===== src/hdl/mdiom_pkg.sv =====
`default_nettype none
package mdiom_pkg;

  localparam int unsigned TA_FLUSH_BITS = 32;

  localparam logic [5:0] PREAMBLE_RESET = 6'd32;
  localparam logic [5:0] HDR_BITS = 6'd14;
  localparam logic [5:0] DATA_BITS = 6'd16;
  localparam logic [5:0] WTA_BITS = 6'd2;
  localparam logic [5:0] FLUSH_COUNT = 6'(TA_FLUSH_BITS);

  // phase codes
  localparam logic [3:0] PH_IDLE  = 4'd0;
  localparam logic [3:0] PH_PRE   = 4'd1;
  localparam logic [3:0] PH_HDR   = 4'd2;
  localparam logic [3:0] PH_WTA   = 4'd3;
  localparam logic [3:0] PH_WDATA = 4'd4;
  localparam logic [3:0] PH_TAIL  = 4'd5;
  localparam logic [3:0] PH_RTA   = 4'd6;
  localparam logic [3:0] PH_FLUSH = 4'd7;
  localparam logic [3:0] PH_RDATA = 4'd8;

  // frame opcodes
  localparam logic [1:0] OP_ADDR     = 2'd0;
  localparam logic [1:0] OP_WRITE    = 2'd1;
  localparam logic [1:0] OP_C22_READ = 2'd2;
  localparam logic [1:0] OP_C45_READ = 2'd3;

  localparam logic [16:0] TA_FAIL_RESULT = 17'h1FFFF;

  typedef struct packed {
    logic        mode;
    logic        op_write;
    logic        clause45;
    logic [4:0]  phy_addr;
    logic [4:0]  reg_addr;
    logic [15:0] c45_reg;
    logic [15:0] write_data;
    logic        mdio_in;
  } item_t;

  typedef struct packed {
    logic        ta_error;
    logic [15:0] read_data;
    logic        done_res;
    logic        busy_res;
    logic        clock_pulse;
    logic        mdio_drive;
    logic        mdio_out;
  } result_t;

  typedef struct packed {
    logic write;
    logic data_valid;
    logic [5:0] data;
  } cfg_t;

endpackage
`default_nettype wire


===== src/hdl/mdio_management_master.sv =====
// Latency: a result word is registered and presented in the cycle after its input word is accepted.
// Throughput: one input word per cycle; the frame state machine advances once
//   per word and the output register takes a new result whenever it is empty or drained.
// Reset: synchronous, active low; state idle, preamble length 32, no result pending.
// Every word, tick or start, yields exactly one result word.
`default_nettype none
module mdio_management_master
  import mdiom_pkg::*;
(
  input  wire logic        clk,
  input  wire logic        rst_n,
  input  wire logic        in_tvalid,
  output logic             in_tready,
  // [0] op_write, [1] clause45, [6:2] phy_addr, [11:7] reg_addr,
  // [27:12] c45_reg, [43:28] write_data, [44] mdio_in, [47:45] zero
  input  wire logic [47:0] in_tdata,
  // [0] mode
  input  wire logic        in_tuser,
  output logic             out_tvalid,
  input  wire logic        out_tready,
  // [0] mdio_out, [1] mdio_drive, [2] clock_pulse, [3] busy_res,
  // [4] done_res, [20:5] read_data, [21] ta_error, [23:22] zero
  output logic [23:0]      out_tdata,
  input  wire logic        cfg_valid,
  output logic             cfg_ready,
  input  wire logic [5:0]  cfg_data
);

  item_t   item;
  result_t result;
  result_t res_r;
  cfg_t    cfg;
  logic    step;
  logic    out_valid_r;

  assign item.mode       = in_tuser;
  assign item.op_write   = in_tdata[0];
  assign item.clause45   = in_tdata[1];
  assign item.phy_addr   = in_tdata[6:2];
  assign item.reg_addr   = in_tdata[11:7];
  assign item.c45_reg    = in_tdata[27:12];
  assign item.write_data = in_tdata[43:28];
  assign item.mdio_in    = in_tdata[44];

  assign cfg_ready      = 1'b1;
  assign cfg.write      = cfg_valid;
  assign cfg.data_valid = cfg_ready;
  assign cfg.data       = cfg_data;

  assign in_tready = !out_valid_r || out_tready;
  assign step      = in_tvalid && in_tready;

  mdiom_core u_core (
    .clk    (clk),
    .rst_n  (rst_n),
    .step   (step),
    .item   (item),
    .cfg    (cfg),
    .result (result)
  );

  always_ff @(posedge clk) begin
    if (!rst_n) begin
      out_valid_r <= 1'b0;
    end else if (in_tready) begin
      out_valid_r <= in_tvalid;
    end
  end

  always_ff @(posedge clk) begin
    if (step) begin
      res_r <= result;
    end
  end

  assign out_tvalid = out_valid_r;
  assign out_tdata  = {2'b00, res_r.ta_error, res_r.read_data, res_r.done_res,
                       res_r.busy_res, res_r.clock_pulse, res_r.mdio_drive,
                       res_r.mdio_out};

endmodule
`default_nettype wire


===== src/hdl/mdiom_core.sv =====
`default_nettype none
module mdiom_core
  import mdiom_pkg::*;
(
  input  wire logic    clk,
  input  wire logic    rst_n,
  input  wire logic    step,
  input  wire item_t   item,
  input  wire cfg_t    cfg,
  output result_t      result
);

  logic [5:0]  preamble_r;
  logic [3:0]  phase_r, phase_nxt;
  logic [5:0]  count_r, count_nxt;
  logic [15:0] shift_r, shift_nxt;
  logic [4:0]  phy_r, phy_nxt;
  logic [4:0]  reg_r, reg_nxt;
  logic [15:0] c45a_r, c45a_nxt;
  logic [15:0] data_r, data_nxt;
  logic        fl_wr_r, fl_wr_nxt;
  logic        fl_c45_r, fl_c45_nxt;
  logic        fl_addrf_r, fl_addrf_nxt;
  logic [16:0] capt_r, capt_nxt;

  logic [5:0]  bc;
  logic [5:0]  bc_dec;
  logic [3:0]  bit_idx;
  logic [1:0]  op;
  logic [15:0] hdr_word;
  logic [15:0] wr_word;
  logic        bit_o, drive_o, pulse_o, done_o;

  always_comb begin
    if (fl_addrf_r) op = OP_ADDR;
    else if (fl_wr_r) op = OP_WRITE;
    else if (fl_c45_r) op = OP_C45_READ;
    else op = OP_C22_READ;
    // start bits 01 for Clause 22, 00 for Clause 45
    hdr_word = {3'b000, ~fl_c45_r, op, phy_r, reg_r};
    wr_word  = fl_addrf_r ? c45a_r : data_r;
    bc       = (count_r == 6'd0) ? 6'd1 : count_r;
    bc_dec   = bc - 6'd1;
    bit_idx  = bc_dec[3:0];
  end

  always_comb begin
    phase_nxt    = phase_r;
    count_nxt    = count_r;
    shift_nxt    = shift_r;
    phy_nxt      = phy_r;
    reg_nxt      = reg_r;
    c45a_nxt     = c45a_r;
    data_nxt     = data_r;
    fl_wr_nxt    = fl_wr_r;
    fl_c45_nxt   = fl_c45_r;
    fl_addrf_nxt = fl_addrf_r;
    capt_nxt     = capt_r;
    bit_o        = 1'b0;
    drive_o      = 1'b0;
    pulse_o      = 1'b0;
    done_o       = 1'b0;

    if (item.mode) begin
      if (phase_r == PH_IDLE) begin
        fl_wr_nxt    = item.op_write;
        fl_c45_nxt   = item.clause45;
        fl_addrf_nxt = item.clause45;
        phy_nxt      = item.phy_addr;
        reg_nxt      = item.reg_addr;
        c45a_nxt     = item.c45_reg;
        data_nxt     = item.write_data;
        shift_nxt    = '0;
        if (preamble_r != 6'd0) begin
          phase_nxt = PH_PRE;
          count_nxt = preamble_r;
        end else begin
          phase_nxt = PH_HDR;
          count_nxt = HDR_BITS;
        end
      end
    end else if (phase_r != PH_IDLE) begin
      pulse_o   = 1'b1;
      count_nxt = bc;
      case (phase_r)
        PH_PRE: begin
          drive_o   = 1'b1;
          bit_o     = 1'b1;
          count_nxt = bc_dec;
          if (bc_dec == 6'd0) begin
            phase_nxt = PH_HDR;
            count_nxt = HDR_BITS;
          end
        end
        PH_HDR: begin
          drive_o   = 1'b1;
          bit_o     = hdr_word[bit_idx];
          count_nxt = bc_dec;
          if (bc_dec == 6'd0) begin
            if (fl_wr_r || fl_addrf_r) begin
              phase_nxt = PH_WTA;
              count_nxt = WTA_BITS;
            end else begin
              phase_nxt = PH_RTA;
              count_nxt = 6'd1;
            end
          end
        end
        PH_WTA: begin
          drive_o   = 1'b1;
          bit_o     = (bc == WTA_BITS);
          count_nxt = bc_dec;
          if (bc_dec == 6'd0) begin
            phase_nxt = PH_WDATA;
            count_nxt = DATA_BITS;
          end
        end
        PH_WDATA: begin
          drive_o   = 1'b1;
          bit_o     = wr_word[bit_idx];
          count_nxt = bc_dec;
          if (bc_dec == 6'd0) begin
            phase_nxt = PH_TAIL;
            count_nxt = 6'd1;
          end
        end
        PH_TAIL: begin
          if (fl_addrf_r) begin
            // address frame sent, start the data frame
            fl_addrf_nxt = 1'b0;
            if (preamble_r != 6'd0) begin
              phase_nxt = PH_PRE;
              count_nxt = preamble_r;
            end else begin
              phase_nxt = PH_HDR;
              count_nxt = HDR_BITS;
            end
          end else begin
            done_o    = 1'b1;
            capt_nxt  = fl_wr_r ? 17'd0 : {1'b0, shift_r};
            phase_nxt = PH_IDLE;
            count_nxt = 6'd0;
          end
        end
        PH_RTA: begin
          if (item.mdio_in) begin
            if (TA_FLUSH_BITS == 0) begin
              done_o    = 1'b1;
              capt_nxt  = TA_FAIL_RESULT;
              phase_nxt = PH_IDLE;
              count_nxt = 6'd0;
            end else begin
              phase_nxt = PH_FLUSH;
              count_nxt = FLUSH_COUNT;
            end
          end else begin
            phase_nxt = PH_RDATA;
            count_nxt = DATA_BITS;
            shift_nxt = '0;
          end
        end
        PH_FLUSH: begin
          count_nxt = bc_dec;
          if (bc_dec == 6'd0) begin
            done_o    = 1'b1;
            capt_nxt  = TA_FAIL_RESULT;
            phase_nxt = PH_IDLE;
          end
        end
        PH_RDATA: begin
          shift_nxt = {shift_r[14:0], item.mdio_in};
          count_nxt = bc_dec;
          if (bc_dec == 6'd0) begin
            phase_nxt = PH_TAIL;
            count_nxt = 6'd1;
          end
        end
        default: begin
          phase_nxt = PH_IDLE;
          count_nxt = 6'd0;
        end
      endcase
    end

    result.mdio_out    = bit_o;
    result.mdio_drive  = drive_o;
    result.clock_pulse = pulse_o;
    result.done_res    = done_o;
    result.busy_res    = (phase_nxt != PH_IDLE) || (!item.mode && phase_r != PH_IDLE);
    result.read_data   = capt_nxt[15:0];
    result.ta_error    = capt_nxt[16];
  end

  always_ff @(posedge clk) begin
    if (!rst_n) begin
      preamble_r <= PREAMBLE_RESET;
    end else if (cfg.write && cfg.data_valid) begin
      preamble_r <= cfg.data;
    end
  end

  always_ff @(posedge clk) begin
    if (!rst_n) begin
      phase_r    <= PH_IDLE;
      count_r    <= '0;
      shift_r    <= '0;
      phy_r      <= '0;
      reg_r      <= '0;
      c45a_r     <= '0;
      data_r     <= '0;
      fl_wr_r    <= 1'b0;
      fl_c45_r   <= 1'b0;
      fl_addrf_r <= 1'b0;
      capt_r     <= '0;
    end else if (step) begin
      phase_r    <= phase_nxt;
      count_r    <= count_nxt;
      shift_r    <= shift_nxt;
      phy_r      <= phy_nxt;
      reg_r      <= reg_nxt;
      c45a_r     <= c45a_nxt;
      data_r     <= data_nxt;
      fl_wr_r    <= fl_wr_nxt;
      fl_c45_r   <= fl_c45_nxt;
      fl_addrf_r <= fl_addrf_nxt;
      capt_r     <= capt_nxt;
    end
  end

endmodule
`default_nettype wire

===== config.mk =====
export PLATFORM = sky130hd
export DESIGN_NAME = mdio_management_master
export DESIGN_NICKNAME = d
export VERILOG_FILES = /design/src/hdl/mdiom_pkg.sv /design/src/hdl/mdio_management_master.sv /design/src/hdl/mdiom_core.sv
export SDC_FILE = /design/constraint.sdc
export NUM_CORES = 1
export LEC_CHECK = 0
export BUFFER_PORTS_ARGS = -buffer_cell sky130_fd_sc_hd__buf_2
export CAP_MARGIN = 0
export CORE_MARGIN = 3
export CORE_UTILIZATION = 57
export DETAILED_ROUTE_END_ITERATION = 10
export MAX_ROUTING_LAYER = met4
export PLACE_DENSITY = 0.86
export RECOVER_POWER = 50
export SETUP_SLACK_MARGIN = 0.1
export SYNTH_ARGS = -nofsm -noshare
export SYNTH_HDL_FRONTEND = slang
export SYNTH_HIERARCHICAL = 1
export SYNTH_SLANG_ARGS = --single-unit

===== constraint.sdc =====
create_clock -name clk -period 4.47 [get_ports clk]
set_clock_uncertainty 0.1 [all_clocks]
set_input_delay 0.447 -clock clk [delete_from_list [all_inputs] [get_ports clk]]
set_output_delay 0.447 -clock clk [all_outputs]
set_load 0.05 [all_outputs]

# --- Word level (Yosys, flattened, before mapping) ---
# Cells that the tools add are included.
# Widths: inputs -> output; s select.
classes:
  mux: 55
  addsub: 1
  order_cmp: 1
  n_reduce_logical: 23
  n_eq_ne: 11
  bitwise_logic: 2
op_table:
  columns: ["op", "n"]
  rows:
  - ["$mux 16", 6]
  - ["$mux 17", 4]
  - ["$mux 6", 11]
  - ["$pmux 6 s7", 1]
  - ["$mux 4", 9]
  - ["$pmux 17 s2", 1]
  - ["$pmux 16 s2", 1]
  - ["$pmux 4 s7", 1]
  - ["$eq 4x3->1 const B", 4]
  - ["$logic_not 6->1", 2]
  - ["$mux 1", 11]
  - ["$mux 2", 5]
  - ["$bmux 1 s4", 2]
  - ["$eq 4x2->1 const B", 2]
  - ["$reduce_bool 4->1", 2]
  - ["$eq 6x2->1 const B", 1]
  - ["$reduce_and 3->1", 2]
  - ["$reduce_bool 6->1", 1]
  - ["$sub 6x1->6 const B", 1]
  - ["$lt 4x5->1 const B", 1]
  - ["$reduce_and 5->1", 1]
  - ["$eq 4x1->1 const B", 1]
  - ["$eq 4x4->1 const B", 1]
  - ["$logic_not 4->1", 1]
  - ["other kinds (14)", 21]
totals:
  inputBits: 60
  out_inout_bits: 27
  elab_cells: 113
  ff_bits: 117

# --- Depth between registers and ports, before layout ---
# Gate-level depths: netlist of the first run.
logic_depth:
  word_depth: 10
  mapped_depth: 14
  depth_no_buf: 10

# --- By module ---
# Netlist of the first run, hierarchy kept.
by_module_without_submodules:
  columns: ["mod", "seq_area_each_um2", "area_per_inst_um2", "cells_per_inst", "instances"]
  rows:
  - ["mdiom_core", 1881.8, 5241.3, 725, 1]
  - ["mdio_management_master", 680.7, 748.2, 32, 1]

# --- Worst setup path after synthesis of the first run ---
# OpenSTA, ideal clock, no wires.
synth_timing:
  path_kind: "register -> register"
  startpoint: "reg u_core.count_r[2]"
  endpoint: "reg res_r, in the netlist out_tdata[3] (data pin)"
  t_required_ps: 4097
  t_arrival_ps: 2765
  path_buffers: 3
  slack_ps: 1332
  stages_incl_launch_ff: 14
  path_cell_list: "dfxtp_1 -> buf_6 -> nor4_1 -> a21o_1 -> buf_4 -> inv_2 -> buf_6 -> ha_1 -> xor2_1 -> a2111oi_4 -> nand3_4 -> and4b_1 -> o31ai_1 -> o211ai_1"
synth_lines:
  columns: ["item", "line", "rtl"]
  rows:
  - ["start: declaration", "mdiom_core.sv:15", "logic [5:0] count_r, count_nxt;"]
  - ["start signal: assignment", "mdiom_core.sv:217", "count_r <= count_nxt;"]
  - ["end signal: assignment", "mdio_management_master.sv:72", "res_r <= result;"]
  - ["end: declaration", "mdio_management_master.sv:31", "result_t res_r;"]

==> results.cfg, run 1 <==
[sta]
min_period_over_period_pct = 83.6
max_freq_ghz = 0.268
finalCriticalPeriod_ps = 3740
slew_headroom_pct = -13.4
finalSetupTns_ps = 0
hold_viol_final = 0
worst_pin_slew_ps = 1700
finalSetupViolCount = 0
slew_viol_final = 45
rsz0062_at_grt = no

[clock_network]
cts_buffers = 17
cts.path.max_buffers = 2
clk_latency_ps = 520
root_buffer = clkbuf_8
cts_hold_buf = 0
cts-resized-gates = 0
post_cts_buffers = 0
cts_tree = yes
clk_pin_slew_ps = 60
cts_max_level = 4
clock-sinks = 117

[logic_synthesis]
synthCells = 757
synth_area_um2 = 5990
yosysWarnings = 6
yosysSeqAreaShare_pct = 42.8
synth_area_per_cell_um2 = 7.91
ys_seq_elements = 117
async_flop_share_pct = 0
dominantRegCellSynth = dfxtp_1
synth-edff-count = 22
synth_cell_types = 75

[flow_run]
drv_cap = 1

[routing]
wl_per_cell_um = 16.4
ant_nets = 0
top_layer_used = met4
post-route-drc-count = 0
drt_pass1_iterations = 6
vias_per_cell = 5.97
wl_met3_mm = 1.18
via_count = 5687
first_iter_violations = 489
wirelength_mm = 15.6
wirelength_met1_mm = 6.86
wl_met2_mm = 7.28

[worst_setup_path]
path_class = reg2reg
required_ps = 4630
start_kind = flop
worstPathArrival_ps = 3890
endpoint_kind = flop
critPathMaxFanout = 14

[cells_and_area]
area_delta_synth_final_pct = 15.0
antenna_cells = 0
fillers = 845
seq_area_um2 = 2560
drive_gt1_share_pct = 13.5
fin_nets = 871
multi_input_area_um2 = 3090

[place]
hpwl_mm = 10.3
gp_congestion = 0.943
io_buffer_count = 80

[min_path]
hold_class = in2reg

[status]
violations = capacitance limit, slew limit
status = finished, violations left

[die]
fp.dieH_um = 109
die_w_um = 109
start_util_pct = 59.9
pin_count = 87
die_area_um2 = 11800
core_area_um2 = 10000
row_count = 36

[global_route]
grt_use_total_pct = 28.0
grt_pass1_wl_mm = 25.2
grt_start_max_net_pins = 65
antenna_found_initial = 0
first_global_vias = 5253
grt-ovfl-total = 0

[pwr]
p_per_area_nw_per_um2 = 462
leakagePower_nw = 2.64
power_w = 0.00318
irDropWorstVdd_mv = 0.241
-- cell usage after synthesis, types with 4 or more instances --
cell	count	share of area (%)
or4_1	4	0.50
mux2i_1	17	2.8
o22ai_1	4	0.42
or3_1	4	0.42
buf_2	12	1.0
nand2b_1	6	0.63
buf_1	4	0.25
o211ai_1	8	1.0
nor4_1	5	0.52
nor3_1	12	1.0
clkbuf_1	37	2.3
ha_1	4	0.84
nor2b_1	6	0.63
and3_1	7	0.73
nor2_1	28	1.8
dfxtp_1	95	32
buf_4	9	1.1
nand2_1	213	13
o21ai_0	32	2.7
xnor2_1	4	0.58
a21oi_1	74	6.2
inv_1	10	0.63
edfxtp_1	22	11
nand3_1	33	2.8
o21ai_1	6	0.50
a31oi_1	22	2.3
-- sequential cells by signal, summed over array words and instances, names as in the netlist --
signal	flops
out_tdata	22
u_core/capt_r	17
u_core/c45a_r	16
u_core/data_r	16
u_core/shift_r	16
u_core/count_r	6
u_core/preamble_r	6
u_core/phy_r	5
u_core/reg_r	5
u_core/phase_r	4
out_tvalid	1
u_core/fl_addrf_r	1
u_core/fl_c45_r	1
u_core/fl_wr_r	1
-- metal layers --
metal	track usage (%)	vias to the layer above
met2	43.7	291
li1	-	2745
met5	-	-
met1	35.6	2620
met4	11.4	0
met3	5.97	31
-- area by class of cell --
cell class | instances | area share (%)
clock inverters | 7 | 1.38
inverters | 14 | 0.763
flip-flops and latches | 117 | 37.2
multi-input cells | 570 | 44.9
well taps | 133 | 2.42
repair buffers | 87 | 6.01
clock buffers | 25 | 7.34
-- cell usage in the layout, fill, tap and decap left out, drive strengths merged, types with 4 or more instances in the layout --
cell / count
nor2b: 6
dfxtp: 95
o22ai: 4
inv: 13
o211ai: 8
clkinv: 5
a211oi: 4
nor3: 14
nand2: 213
a31oi: 22
or3: 4
nand2b: 7
and3: 7
nand4: 4
and2: 5
mux2i: 17
a21oi: 74
ha: 4
a2111oi: 4
nand3: 34
conb: 10
nor2: 28
buf: 60
or4: 4
nor4: 5
clkbuf: 52
o21ai: 39
xnor2: 4
edfxtp: 22
-- per-stage QoR --
stage	cell area (um2)	hold slack, ps	worst slack, ps	utilization, %	instances
after floorplan	6020	332	1330	-	765
after global placement	6340	338	851	63.4	921
after detailed placement	6340	346	783	63.4	921
after CTS	6940	41.5	736	69.4	953
after global routing	6890	56.6	394	68.9	953
final	6890	54.4	733	68.9	953
-- worst paths after layout --
kind / start / endpoint / slack [ps] / cells after the start
worst max-delay path: u_core/count_r[1] / out_tdata[3] / 730 / 10
worst min-delay path: in_tdata[24] / u_core/c45a_r[12] / 50 / 3
worst max register to register: u_core/count_r[1] / out_tdata[3] / 730 / 10
worst min register to register: u_core/data_r[2] / u_core/data_r[2] / 350 / 2
-- critical path, stage by stage, from the launching register on --
cell       delay, ps
dfxtp_1          610
inv_2            190
a21o_1           290
inv_2            300
ha_1             290
xor2_1           240
a2111oi_4        500
nand3_4          220
and4b_1          270
o31ai_1          320
o211ai_1         140
-- power by group --
part / internal (W) / switching (W) / leakage [nW] / total, W
registers: 0.00114 / 0.0000517 / 0.995 / 0.00119
logic: 0.000213 / 0.000426 / 1.36 / 0.000639
clock network: 0.000886 / 0.000472 / 0.293 / 0.00136
total: 0.00224 / 0.000949 / 2.64 / 0.00318
-- cell families (layout without fill, tap and decap cells) --
group                    after synthesis  in the layout  synth area share [%]
AO/OA/AOI/OAI                        192            192                  20.6
XOR/XNOR                               5              5                 0.731
other                                  2             10                 0.125
adder cells (fa/ha/maj)                4              4                 0.836
buffers and inverters                 78            133                  5.95
multiplexers                          19             19                  3.59
flip-flops                           117            117                  42.8
AND/OR/NAND/NOR                      340            340                  25.4
Power figures use the tool's default switching activity.
==> run 2, diff against run 1 <==
ABC_AREA = 1   (was unset)
clock period = 3.6 ns   (was 4.47 ns; I/O delays follow)
==> results.cfg, run 2 <==
[status]
status = finished, violations left
violations = capacitance limit, slew limit

[pwr]
p_per_area_nw_per_um2 = 579
power_w = 0.00397
leakagePower_nw = 2.87
irDropWorstVdd_mv = 0.381

[sta]
worst_pin_slew_ps = 1650
finalCriticalPeriod_ps = 3070
rsz0062_at_grt = no
slew_viol_final = 42
max_freq_ghz = 0.326
finalSetupViolCount = 0
min_period_over_period_pct = 85.1
slew_headroom_pct = -9.97
finalSetupTns_ps = 0
hold_viol_final = 0
whs_ps = 18.3

[cells_and_area]
seq_area_um2 = 2560
layout_common_cells = inv_1, a21oi_1, dfxtp_1, nand2_1, buf_2
largest_register_ffs = 22
final_common_cell = inv_1
fillers = 833
utilization_pct = 68.9
antenna_cells = 0
area_delta_synth_final_pct = 16.0
fin_nets = 889
drive_gt1_share_pct = 17.9
multi_input_area_um2 = 2620

[logic_synthesis]
synthCells = 758
synth_top_cell_area_share_pct = 32.1
async_flop_share_pct = 0
synth-edff-count = 22
synth_area_um2 = 5920
synth_area_per_cell_um2 = 7.81
yosysMostFrequentCell = inv_1
synth_cell_types = 43
synth_commonest_cells = inv_1, a21oi_1, dfxtp_1
synthTopCellsByArea = dfxtp_1, edfxtp_1, a21oi_1, inv_1, nand2_1
dominantRegCellSynth = dfxtp_1
ys_seq_elements = 117
yosysWarnings = 6
yosys.area.top_type = dfxtp_1
yosysSeqAreaShare_pct = 43.3

[worst_setup_path]
endpoint_kind = flop
start_kind = flop
required_ps = 3850
worstPathArrival_ps = 3310
critPathMaxFanout = 32
path_class = reg2reg

[routing]
ant_nets = 0
wl_per_cell_um = 15.3
first_iter_violations = 435
via_count = 5508
drt_pass1_iterations = 6
vias_per_cell = 5.67
wirelength_mm = 14.8
post-route-drc-count = 0

[die]
pin_count = 87
core_area_um2 = 9950
row_count = 36
die_w_um = 108
fp.dieH_um = 108
die_area_um2 = 11600
start_util_pct = 59.4

[clock_network]
post_cts_buffers = 0
clk_latency_ps = 520
clock-sinks = 117
cts.path.max_buffers = 2
cts_max_level = 4
cts_tree = yes
root_buffer = clkbuf_8
clk_pin_slew_ps = 60
cts_buffers = 17

[global_route]
grt_use_total_pct = 27.1
grt_pass1_wl_mm = 24.4
grt-ovfl-total = 0
grt_start_max_net_pins = 66
first_global_vias = 5136
antenna_found_initial = 0

[place]
io_buffer_count = 80
gp_congestion = 0.941
hpwl_mm = 9.54

[min_path]
hold_class = in2reg

[flow_run]
drv_cap = 1
-- run 2: what timing repair did --
item,in CTS,in global routing
endpoints found under the hold margin,6,0
hold buffers,6,0
gates resized for setup,0,0
-- run 2: where the power goes --
group	switching (W)	leakage, nW	internal, W
Clock	0.000628	0.252	0.000918
Sequential	0.0000502	0.999	0.00144
Combinational	0.000648	1.62	0.000290
Total	0.00133	2.87	0.00265
-- run 2: worst max-delay path, cell delays in order, from the launching register on --
cell	delay, ps
dfxtp_1	330
inv_1	190
nand2_1	210
nor2_4	200
inv_1	90
ha_1	290
nor2_2	280
inv_1	210
a31oi_1	180
inv_1	400
a21oi_1	320
a211oi_1	80
-- run 2: routing by layer --
layer	global-route usage, %	part of all wire [%]	wire length (um)	vias to the layer above
met3	5.52	7.9	1180	32
met2	43.4	48	7160	274
met4	11.6	2.1	306	0
li1	-	-	-	2668
met1	33.5	42	6210	2534
met5	-	0	0	-
-- run 2: cells by family after synthesis --
family	count (synthesis)	synth area share, %
AND/OR/NAND/NOR	218	17.9
adder cells (fa/ha/maj)	4	0.846
flip-flops	117	43.3
AO/OA/AOI/OAI	240	25.0
buffers and inverters	176	12.6
XOR/XNOR	1	0.275
other	2	0.127
-- run 2: area by class of cell --
class                   count  area share (%)
clock buffers              18            6.09
repair buffers             95            7.17
inverters                 126            6.96
multi-input cells         468            38.2
flip-flops and latches    117            37.3
clock inverters            14            1.82
well taps                 133            2.42
-- run 2: final timing paths --
check / cells past startpoint / from / slack [ps] / end
worst min-delay path: 3 / cfg_valid / 20 / u_core/preamble_r[0]
worst min register to register: 2 / u_core/reg_r[2] / 360 / u_core/reg_r[2]
worst max-delay path: 11 / u_core/phase_r[2] / 530 / u_core/shift_r[3]
worst max register to register: 11 / u_core/phase_r[2] / 530 / u_core/shift_r[3]
-- run 2: per-stage QoR --
stage,worst slack (ps),std cells,area [um2]
floorplan,351,761,5930
finish,535,971,6860
global placement,769,933,6310
CTS,677,971,6910
detailed placement,725,933,6310
global route,221,971,6860
